## src/hw/rtl/assert_macros.svh

```systemverilog
// assertion macros used by the debouncer top-level rtl file
// no dependencies; define ASSERT_OFF to compile the checks out
`ifndef ASSERT_MACROS_SVH
`define ASSERT_MACROS_SVH
`ifndef ASSERT_OFF
`define ASSERT_NEVER(label, clk, rst_n, cond) \
    label: assert property (@(posedge clk) disable iff (!rst_n) !(cond)) \
        else $error("assertion failed: condition must never hold");
`define ASSERT_IMPLIES(label, clk, rst_n, ante, cons) \
    label: assert property (@(posedge clk) disable iff (!rst_n) (ante) |-> (cons)) \
        else $error("assertion failed: implication violated");
`else
`define ASSERT_NEVER(label, clk, rst_n, cond)
`define ASSERT_IMPLIES(label, clk, rst_n, ante, cons)
`endif
`endif

```

## src/hw/rtl/bdhr_pkg.sv

```systemverilog
// shared widths, register indexes and payload types of the button debouncer
// no dependencies
package bdhr_pkg;

    localparam int BTN_W  = 3;
    localparam int CNT_W  = 4;
    localparam int TIME_W = 32;
    localparam int MS_W   = 16;
    localparam int CFG_W  = 4;

    localparam logic [CFG_W-1:0] CFG_HOLD_MS   = 4'd0;
    localparam logic [CFG_W-1:0] CFG_REPEAT_MS = 4'd1;

    typedef struct packed {
        logic [BTN_W-1:0]  button;
        logic              level;
        logic [TIME_W-1:0] now;
    } t_sample;

    typedef struct packed {
        logic [BTN_W-1:0] button;
        logic             down;
        logic             press;
        logic             release_ev;
        logic             hold;
        logic             repeat_ev;
        logic [MS_W-1:0]  repeats;
    } t_result;

endpackage

```

## src/hw/rtl/button_debounce_hold_repeat_unit.sv

```systemverilog
// button debouncer with long-press and auto-repeat detection, top level
// depends on bdhr_pkg and assert_macros.svh
//
//  channel   direction  handshake                 payload
//  -------   ---------  ------------------------  --------------------------------
//  sample    in         i_in_valid / o_in_stall   button index, raw level, now_ms
//  result    out        o_out_valid / i_out_stall button, state, events, count
//  config    in         i_cfg_valid / o_cfg_ready register index, write data
//
// one sample per cycle unless o_in_stall is high; a result is valid once its
// sample has passed the input register, then the result register; per-button
// state is written as the sample leaves the input register, so the next sample
// of the same button sees it; reset clears configuration and all per-button
// state; config is always ready. a stalled result holds the result register
// and, once the input register is full, stalls the sample channel as well.
`include "assert_macros.svh"

module button_debounce_hold_repeat_unit #(
    parameter int NUM_BUTTONS    = 8,
    parameter int DEBOUNCE_STEPS = 8
) (
    input  logic                        i_clk,
    input  logic                        i_rst_n,
    input  logic                        i_in_valid,
    output logic                        o_in_stall,
    input  logic [bdhr_pkg::BTN_W-1:0]  i_button_index,
    input  logic                        i_raw_level,
    input  logic [bdhr_pkg::TIME_W-1:0] i_now_ms,
    output logic                        o_out_valid,
    input  logic                        i_out_stall,
    output logic [bdhr_pkg::BTN_W-1:0]  o_which_button,
    output logic                        o_debounced_state,
    output logic                        o_press_event,
    output logic                        o_release_event,
    output logic                        o_hold_event,
    output logic                        o_repeat_event,
    output logic [bdhr_pkg::MS_W-1:0]   o_repeat_count,
    input  logic                        i_cfg_valid,
    output logic                        o_cfg_ready,
    input  logic [bdhr_pkg::CFG_W-1:0]  i_cfg_index,
    input  logic [bdhr_pkg::MS_W-1:0]   i_cfg_data
);
    import bdhr_pkg::*;

    // only buttons reachable by the index field need storage
    localparam int NB    = (NUM_BUTTONS < (1 << BTN_W)) ? NUM_BUTTONS : (1 << BTN_W);
    localparam int IDX_W = (NB > 1) ? $clog2(NB) : 1;
    localparam logic [CNT_W-1:0] STEPS = CNT_W'(DEBOUNCE_STEPS);

    logic [MS_W-1:0] r_hold_ms;
    logic [MS_W-1:0] r_repeat_ms;

    logic             r_in_valid;
    t_sample          r_in;
    logic             r_out_valid;
    t_result          r_out;
    t_result          n_out;

    logic [CNT_W-1:0]  r_cnt        [NB];
    logic              r_down       [NB];
    logic [TIME_W-1:0] r_hold_start [NB];
    logic              r_hold_fired [NB];
    logic [MS_W-1:0]   r_repeats    [NB];

    logic [CNT_W-1:0]  n_cnt;
    logic              n_down;
    logic [TIME_W-1:0] n_hold_start;
    logic              n_hold_fired;
    logic [MS_W-1:0]   n_repeats;

    logic              out_free;
    logic              advance;
    logic              btn_ok;
    logic [IDX_W-1:0]  idx;
    logic              press;
    logic              release_ev;
    logic              hold;
    logic              repeat_ev;
    logic [TIME_W-1:0] elapsed;
    logic [MS_W:0]     rep_mult;
    logic [TIME_W:0]   rep_next;

    assign out_free   = !r_out_valid || !i_out_stall;
    assign advance    = r_in_valid && out_free;
    assign o_in_stall = r_in_valid && !out_free;
    assign o_cfg_ready = 1'b1;

    assign btn_ok = 7'(r_in.button) < 7'(NUM_BUTTONS);
    assign idx    = r_in.button[IDX_W-1:0];

    // debounce first, then hold and repeat checks on the updated state
    assign rep_mult = {1'b0, n_repeats} + {{MS_W{1'b0}}, 1'b1};
    assign rep_next = (TIME_W+1)'(rep_mult) * (TIME_W+1)'(r_repeat_ms);
    assign elapsed  = r_in.now - n_hold_start;

    always_comb begin
        n_cnt        = r_cnt[idx];
        n_down       = r_down[idx];
        n_hold_start = r_hold_start[idx];
        n_hold_fired = r_hold_fired[idx];
        n_repeats    = r_repeats[idx];
        press        = 1'b0;
        release_ev   = 1'b0;
        if (r_in.level) begin
            if (n_cnt < STEPS) begin
                n_cnt = n_cnt + 1'b1;
                if (!n_down && n_cnt == STEPS) begin
                    n_down = 1'b1;
                    press  = 1'b1;
                    if (!n_hold_fired) begin
                        n_hold_start = r_in.now;
                    end
                end
            end
        end else begin
            if (n_cnt != '0) begin
                n_cnt = n_cnt - 1'b1;
                if (n_down && n_cnt == '0) begin
                    n_down       = 1'b0;
                    release_ev   = 1'b1;
                    n_hold_fired = 1'b0;
                    n_hold_start = r_in.now;
                    n_repeats    = '0;
                end
            end
        end
    end

    // second half reads the debounce-updated values through elapsed and rep_next
    logic              fin_hold_fired;
    logic [MS_W-1:0]   fin_repeats;

    always_comb begin
        fin_hold_fired = n_hold_fired;
        fin_repeats    = n_repeats;
        hold           = 1'b0;
        repeat_ev      = 1'b0;
        if (n_down) begin
            if (r_hold_ms != '0 && !n_hold_fired && elapsed >= TIME_W'(r_hold_ms)) begin
                fin_hold_fired = 1'b1;
                hold           = 1'b1;
            end
            if (r_repeat_ms != '0 && n_repeats != '1 && {1'b0, elapsed} >= rep_next) begin
                fin_repeats = n_repeats + 1'b1;
                repeat_ev   = 1'b1;
            end
        end
    end

    always_comb begin
        n_out        = '0;
        n_out.button = r_in.button;
        if (btn_ok) begin
            n_out.down       = n_down;
            n_out.press      = press;
            n_out.release_ev = release_ev;
            n_out.hold       = hold;
            n_out.repeat_ev  = repeat_ev;
            n_out.repeats    = fin_repeats;
        end
    end

    always_ff @(posedge i_clk) begin
        if (!i_rst_n) begin
            r_hold_ms   <= '0;
            r_repeat_ms <= '0;
        end else if (i_cfg_valid) begin
            unique case (i_cfg_index)
                CFG_HOLD_MS:   r_hold_ms   <= i_cfg_data;
                CFG_REPEAT_MS: r_repeat_ms <= i_cfg_data;
                default: ;
            endcase
        end
    end

    always_ff @(posedge i_clk) begin
        if (!i_rst_n) begin
            r_in_valid  <= 1'b0;
            r_out_valid <= 1'b0;
        end else begin
            if (!o_in_stall) begin
                r_in_valid <= i_in_valid;
            end
            if (out_free) begin
                r_out_valid <= r_in_valid;
            end
        end
    end

    always_ff @(posedge i_clk) begin
        if (!o_in_stall && i_in_valid) begin
            r_in.button <= i_button_index;
            r_in.level  <= i_raw_level;
            r_in.now    <= i_now_ms;
        end
        if (advance) begin
            r_out <= n_out;
        end
    end

    always_ff @(posedge i_clk) begin
        if (!i_rst_n) begin
            for (int b = 0; b < NB; b++) begin
                r_cnt[b]        <= '0;
                r_down[b]       <= 1'b0;
                r_hold_start[b] <= '0;
                r_hold_fired[b] <= 1'b0;
                r_repeats[b]    <= '0;
            end
        end else if (advance && btn_ok) begin
            r_cnt[idx]        <= n_cnt;
            r_down[idx]       <= n_down;
            r_hold_start[idx] <= n_hold_start;
            r_hold_fired[idx] <= fin_hold_fired;
            r_repeats[idx]    <= fin_repeats;
        end
    end

    assign o_out_valid       = r_out_valid;
    assign o_which_button    = r_out.button;
    assign o_debounced_state = r_out.down;
    assign o_press_event     = r_out.press;
    assign o_release_event   = r_out.release_ev;
    assign o_hold_event      = r_out.hold;
    assign o_repeat_event    = r_out.repeat_ev;
    assign o_repeat_count    = r_out.repeats;

    `ASSERT_NEVER(a_press_and_release, i_clk, i_rst_n, r_out_valid && r_out.press && r_out.release_ev)
    `ASSERT_IMPLIES(a_event_state, i_clk, i_rst_n, r_out_valid && (r_out.press || r_out.hold), r_out.down && !r_out.release_ev)
    `ASSERT_IMPLIES(a_repeat_counted, i_clk, i_rst_n, r_out_valid && r_out.repeat_ev, r_out.down && r_out.repeats != '0)
    `ASSERT_IMPLIES(a_stall_needs_item, i_clk, i_rst_n, o_in_stall, r_in_valid && r_out_valid)

endmodule
```

## config.mk

```make
export PLATFORM = sky130hd
export DESIGN_NAME = button_debounce_hold_repeat_unit
export DESIGN_NICKNAME = d
export VERILOG_FILES = /design/src/hw/rtl/bdhr_pkg.sv /design/src/hw/rtl/button_debounce_hold_repeat_unit.sv
export VERILOG_INCLUDE_DIRS = /design/src /design/src/hw/rtl
export SDC_FILE = /design/constraint.sdc
export NUM_CORES = 1
export LEC_CHECK = 0
export BUFFER_PORTS_ARGS = -buffer_cell sky130_fd_sc_hd__buf_2
export CAP_MARGIN = 20
export CORE_ASPECT_RATIO = 1.25
export CORE_UTILIZATION = 45
export DETAILED_ROUTE_END_ITERATION = 8
export PLACE_DENSITY = 0.62
export SKIP_LAST_GASP = 1
export SLEW_MARGIN = 20
export SYNTH_ARGS = -nofsm -noshare
export SYNTH_HDL_FRONTEND = slang
export SYNTH_SLANG_ARGS = --single-unit
export TNS_END_PERCENT = 10
```

## constraint.sdc

```tcl
create_clock -name i_clk -period 14.1 [get_ports i_clk]
set_input_delay 0.705 -clock i_clk [delete_from_list [all_inputs] [get_ports i_clk]]
set_output_delay 0.705 -clock i_clk [all_outputs]
set_load 0.005 [all_outputs]
```

==> reports/results.md <==
| Stage | Metric | Value |
|---|---|---|
| outcome | Run status | completed |
| timing | Endpoints failing hold | 0 |
| timing | Setup repair after global routing missed its margin | no |
| pwr | Cell area power density | 106.6 mW/mm² |
| floorplan | Number of core rows | 113 |
| timing | Achievable clock frequency | 75.46 MHz |
| hold path | Path class of the lowest-slack min-delay path | input pin to register |
| logic synthesis | Post-Syn Area per Cell | 11.43 µm² |
| timing | Final setup skew | 0.02873 ns |
| cts | Number of resized instances in the post-cts repair step | 0 |
| pwr | Total chip power | 4.041 mW |
| logic synthesis | Area share of the leading cell type in the synthesized netlist | 41.14% |
| global route | Maximum number of pins on one net before global-route repair | 58 |
| pwr | Clock Power Share | 34.4% |
| pwr | Sequential share of power | 44.7% |
| logic synthesis | Cell variety after synth | 76 |
| final layout | Leading cell type in the layout, fill and taps excluded | edfxtp_1 |
| global route | Number of antenna violations at the first check in global routing | 3 |
| cts | Clock root buffer master | clkbuf_16 |
| final layout | Layout cells sized above 1 | 12.74% |
| setup path | Arrival @ worst endpoint | 13.67 ns |
| logic synthesis | Area leader, netlist | edfxtp_1 |
| setup path | Critical Path Fanout Max | 39 |
| logic synthesis | Number of nets in the synthesized netlist | 3499 |
| detailed routing | Antenna Nets Post-Route | 0 |
| pwr | Part of the total power dissipated in combinational logic | 20.9% |
| detailed routing | Vias | 23780 |
| logic synthesis | Top FF cell, synth | edfxtp_1 |
| setup path | Cell with the biggest individual delay on the critical path | dfxtp_4 |
| cts | TritonCTS clock tree | yes |
| cts | Clk sink count | 529 |
| logic synthesis | Count of flip-flops with a built-in enable after synthesis | 476 |
| pwr | Leakage component of the power | 15.42 nW |
| global route | Global-route wire length before repair | 147700 µm |
| detailed routing | First-pass iteration count of the detailed router | 5 |
| cts | H-tree levels | 2 |
| setup path | Crit path largest cell delay | 0.68 ns |
| final layout | Final-layout fill cell count | 6705 |
| detailed routing | Number of design rule violations left after detail routing | 0 |
| cts | Clock buffer count from CTS | 53 |
| floorplan | Die Area | 0.07833 mm² |
| place | Quantity of I/O buffers inserted on ports | 86 |
| logic synthesis | FFs w/ async S/R, synth | 0% |
| cts | Clk pin slew, worst setup/hold paths | 0.06 ns |
| logic synthesis | Cell count after synthesis | 3039 |
| setup path | Most used cell along the critical path | fa_1 |
| logic synthesis | Post-synthesis cell area | 0.03474 mm² |
| cts | Cts-stage hold buffer count | 0 |
| detailed routing | Detailed-route vias per instance | 5.818 |
| global route | Total gr overflow | 0 |
| setup path | Crit path kind | register to register |
| job | Max-cap check violation count | 0 |
| timing | Setup Total Neg Slack | 0 ns |
| timing | Max-slew headroom | 28.93% |
| timing | Minimum period implied by the final worst setup slack | 13.25 ns |
| cts | Post-CTS setup buffers | 0 |
| floorplan | Core Footprint | 0.07621 mm² |
| global route | Via count of the first global-routing pass | 25150 |
| logic synthesis | Number of flip-flops and latches in the synthesized netlist | 529 |
| pwr | Worst IR drop on VDD | 106.1 µV |
| place | RePlAce Congestion | 0.8746 |
| floorplan | Number of I/O pins | 88 |
| logic synthesis | Top post-synthesis cells by area | edfxtp_1 41%, fa_1 12%, mux4_2 7.0%, ha_1 6.8%, nor2_1 3.9% |
| floorplan | Chip width | 250.5 µm |
| timing | Slew at the pin closest to its max-slew limit | 1.066 ns |
| detailed routing | Routed wirelength normalized by instance count | 23.33 µm |
| floorplan | Die height | 312.7 µm |
| cts | Bufs on Longest Clock Path | 3 |
| timing | Total count of max-transition violations in the final report | 0 |
| logic synthesis | Count of warnings emitted by yosys | 0 |
| final layout | Synth-to-layout area growth | 9.126% |
| place | Placed wire-length estimate | 62340 µm |
| pwr | Switching component of the power | 1.185 mW |
| pwr | Net Sw Frac | 29.34% |
| timing | Setup-violating endpoint count in the final report | 0 |
| final layout | Commonest non-fill, non-tap cells in the layout | 476 x edfxtp_1, 361 x nor2_1, 281 x inv_1 |
| global route | Total routing usage reported by global routing | 24.74% |
| cts | Later-pin clock latency in the skew report | 0.64 ns |
| detailed routing | Number of DRC violations after detailed-routing iteration 0 | 1817 |
| final layout | # nets final | 3525 |
| floorplan | Initial Utilization | 45.59% |
| detailed routing | Total Wirelength | 95360 µm |
| setup path | Startpoint types | register |
| timing | Share of the cycle needed by the critical path after routing | 93.99% |
| setup path | Required time of the critical path | 14.52 ns |
| pwr | Internal Power | 2.855 mW |
| logic synthesis | Register area share after synthesis | 44.19% |
| setup path | Critical Path Sink Type | register |
synthesized netlist by cell type, drive strengths merged, types with 17 or more instances:
master    n
a211oi   66
a21boi   17
a21o     40
a21oi   121
and2    116
buf      41
clkbuf  130
dfxtp    53
edfxtp  476
fa      209
ha      190
inv     285
mux2i    64
mux4    108
nand2   284
nand2b   31
nand3    36
nor2    361
nor2b    41
nor3     24
o21a     18
o21ai   100
xnor2    46
xor2     30
final timing paths:
| path | from | endpoint | slack (ns) | depth (start not counted) |
|---|---|---|---|---|
| worst max-delay path | register | r_repeats[3][15] | 0.85 | 42 |
| worst min register to register | r_hold_fired[6] | r_hold_fired[6] | 0.47 | 2 |
| worst max register to register | register | r_repeats[3][15] | 0.85 | 42 |
| worst min-delay path | i_now_ms[1] | r_in[1] | 0.24 | 1 |
registers in the layout (all words and copies together), names as in the netlist, named ones only:
signal and count:
idx 3, o_debounced_state 1, o_hold_event 1, o_out_valid 1, o_press_event 1, o_release_event 1, o_repeat_count 16, o_repeat_event 1
o_which_button 3, r_cnt 32, r_down 8, r_hold_fired 8, r_hold_ms 16, r_hold_start 256, r_in 33, r_in_valid 1
r_repeat_ms 16, r_repeats 128
metal layers:
layer	track usage [%]	routed length, µm	up-vias
li1	-	-	10610
met1	30.55	36920	12120
met2	44.13	49020	867
met3	3.338	6219	186
met4	8.993	3178	2
met5	0	13	-
cells by family (layout without fill, tap and decap cells):
| logic type | count (synthesis) | count (layout) | share of synthesized area (%) |
|---|---|---|---|
| muxes | 184 | 184 | 9.342 |
| AOI/OAI and AO/OA | 414 | 414 | 7.469 |
| adders and majority gates | 399 | 399 | 18.89 |
| xor gates and xnor gates | 76 | 76 | 1.937 |
| and+or+nand+nor | 980 | 980 | 13.12 |
| other | 1 | 2 | 0.01079 |
| DFF | 529 | 529 | 44.19 |
| buffers and inverters | 456 | 526 | 5.045 |
metrics by stage:
stage          std cells  setup WS [ns]  hold slack [ns]  utilization, %  area [µm²]
2_1_floorplan       3039          2.639           0.4383               -       34740
6_report            4087         0.8479           0.2403           49.75       37910
3_5_place_dp        3987         0.9683           0.4665           47.52       36210
5_1_grt             4086         0.1066           0.2208           49.75       37910
4_1_cts             4086         0.9104           0.2049           49.75       37910
3_3_place_gp        3987          1.361           0.4480           47.52       36210
critical path, delay by kind of cell, from the launching register on:
kind	cells	cell delay, ns
AO/OA/AOI/OAI	11	2.55
XOR/XNOR	2	0.27
adder cells (fa/ha/maj)	9	3.98
buffers and inverters	8	1.67
flip-flops	1	0.68
multiplexers	2	0.90
AND/OR/NAND/NOR	10	2.94
power by group through the flow:
stage	logic (mW)	clock network, mW	registers, mW
global placement	0.815	0	1.84
CTS	0.840	1.41	1.81
global route	0.927	1.47	1.81
finish	0.844	1.39	1.81
floorplan	0.577	0	1.82
detailed placement	0.834	0	1.84
final cells by class:
| cell class | count | area, µm² | share of cell area, % |
|---|---|---|---|
| flip-flops and latches | 529 | 15370 | 40.53 |
| clock inverters | 22 | 209.0 | 0.5511 |
| multi-input cells | 2054 | 17700 | 46.69 |
| repair buffers | 142 | 850.8 | 2.244 |
| clock buffers | 77 | 1491 | 3.934 |
| inverters | 285 | 1070 | 2.822 |
| well taps | 977 | 1222 | 3.224 |
| diodes | 1 | 2.502 | 0.006600 |
Power figures use the tool's default switching activity.
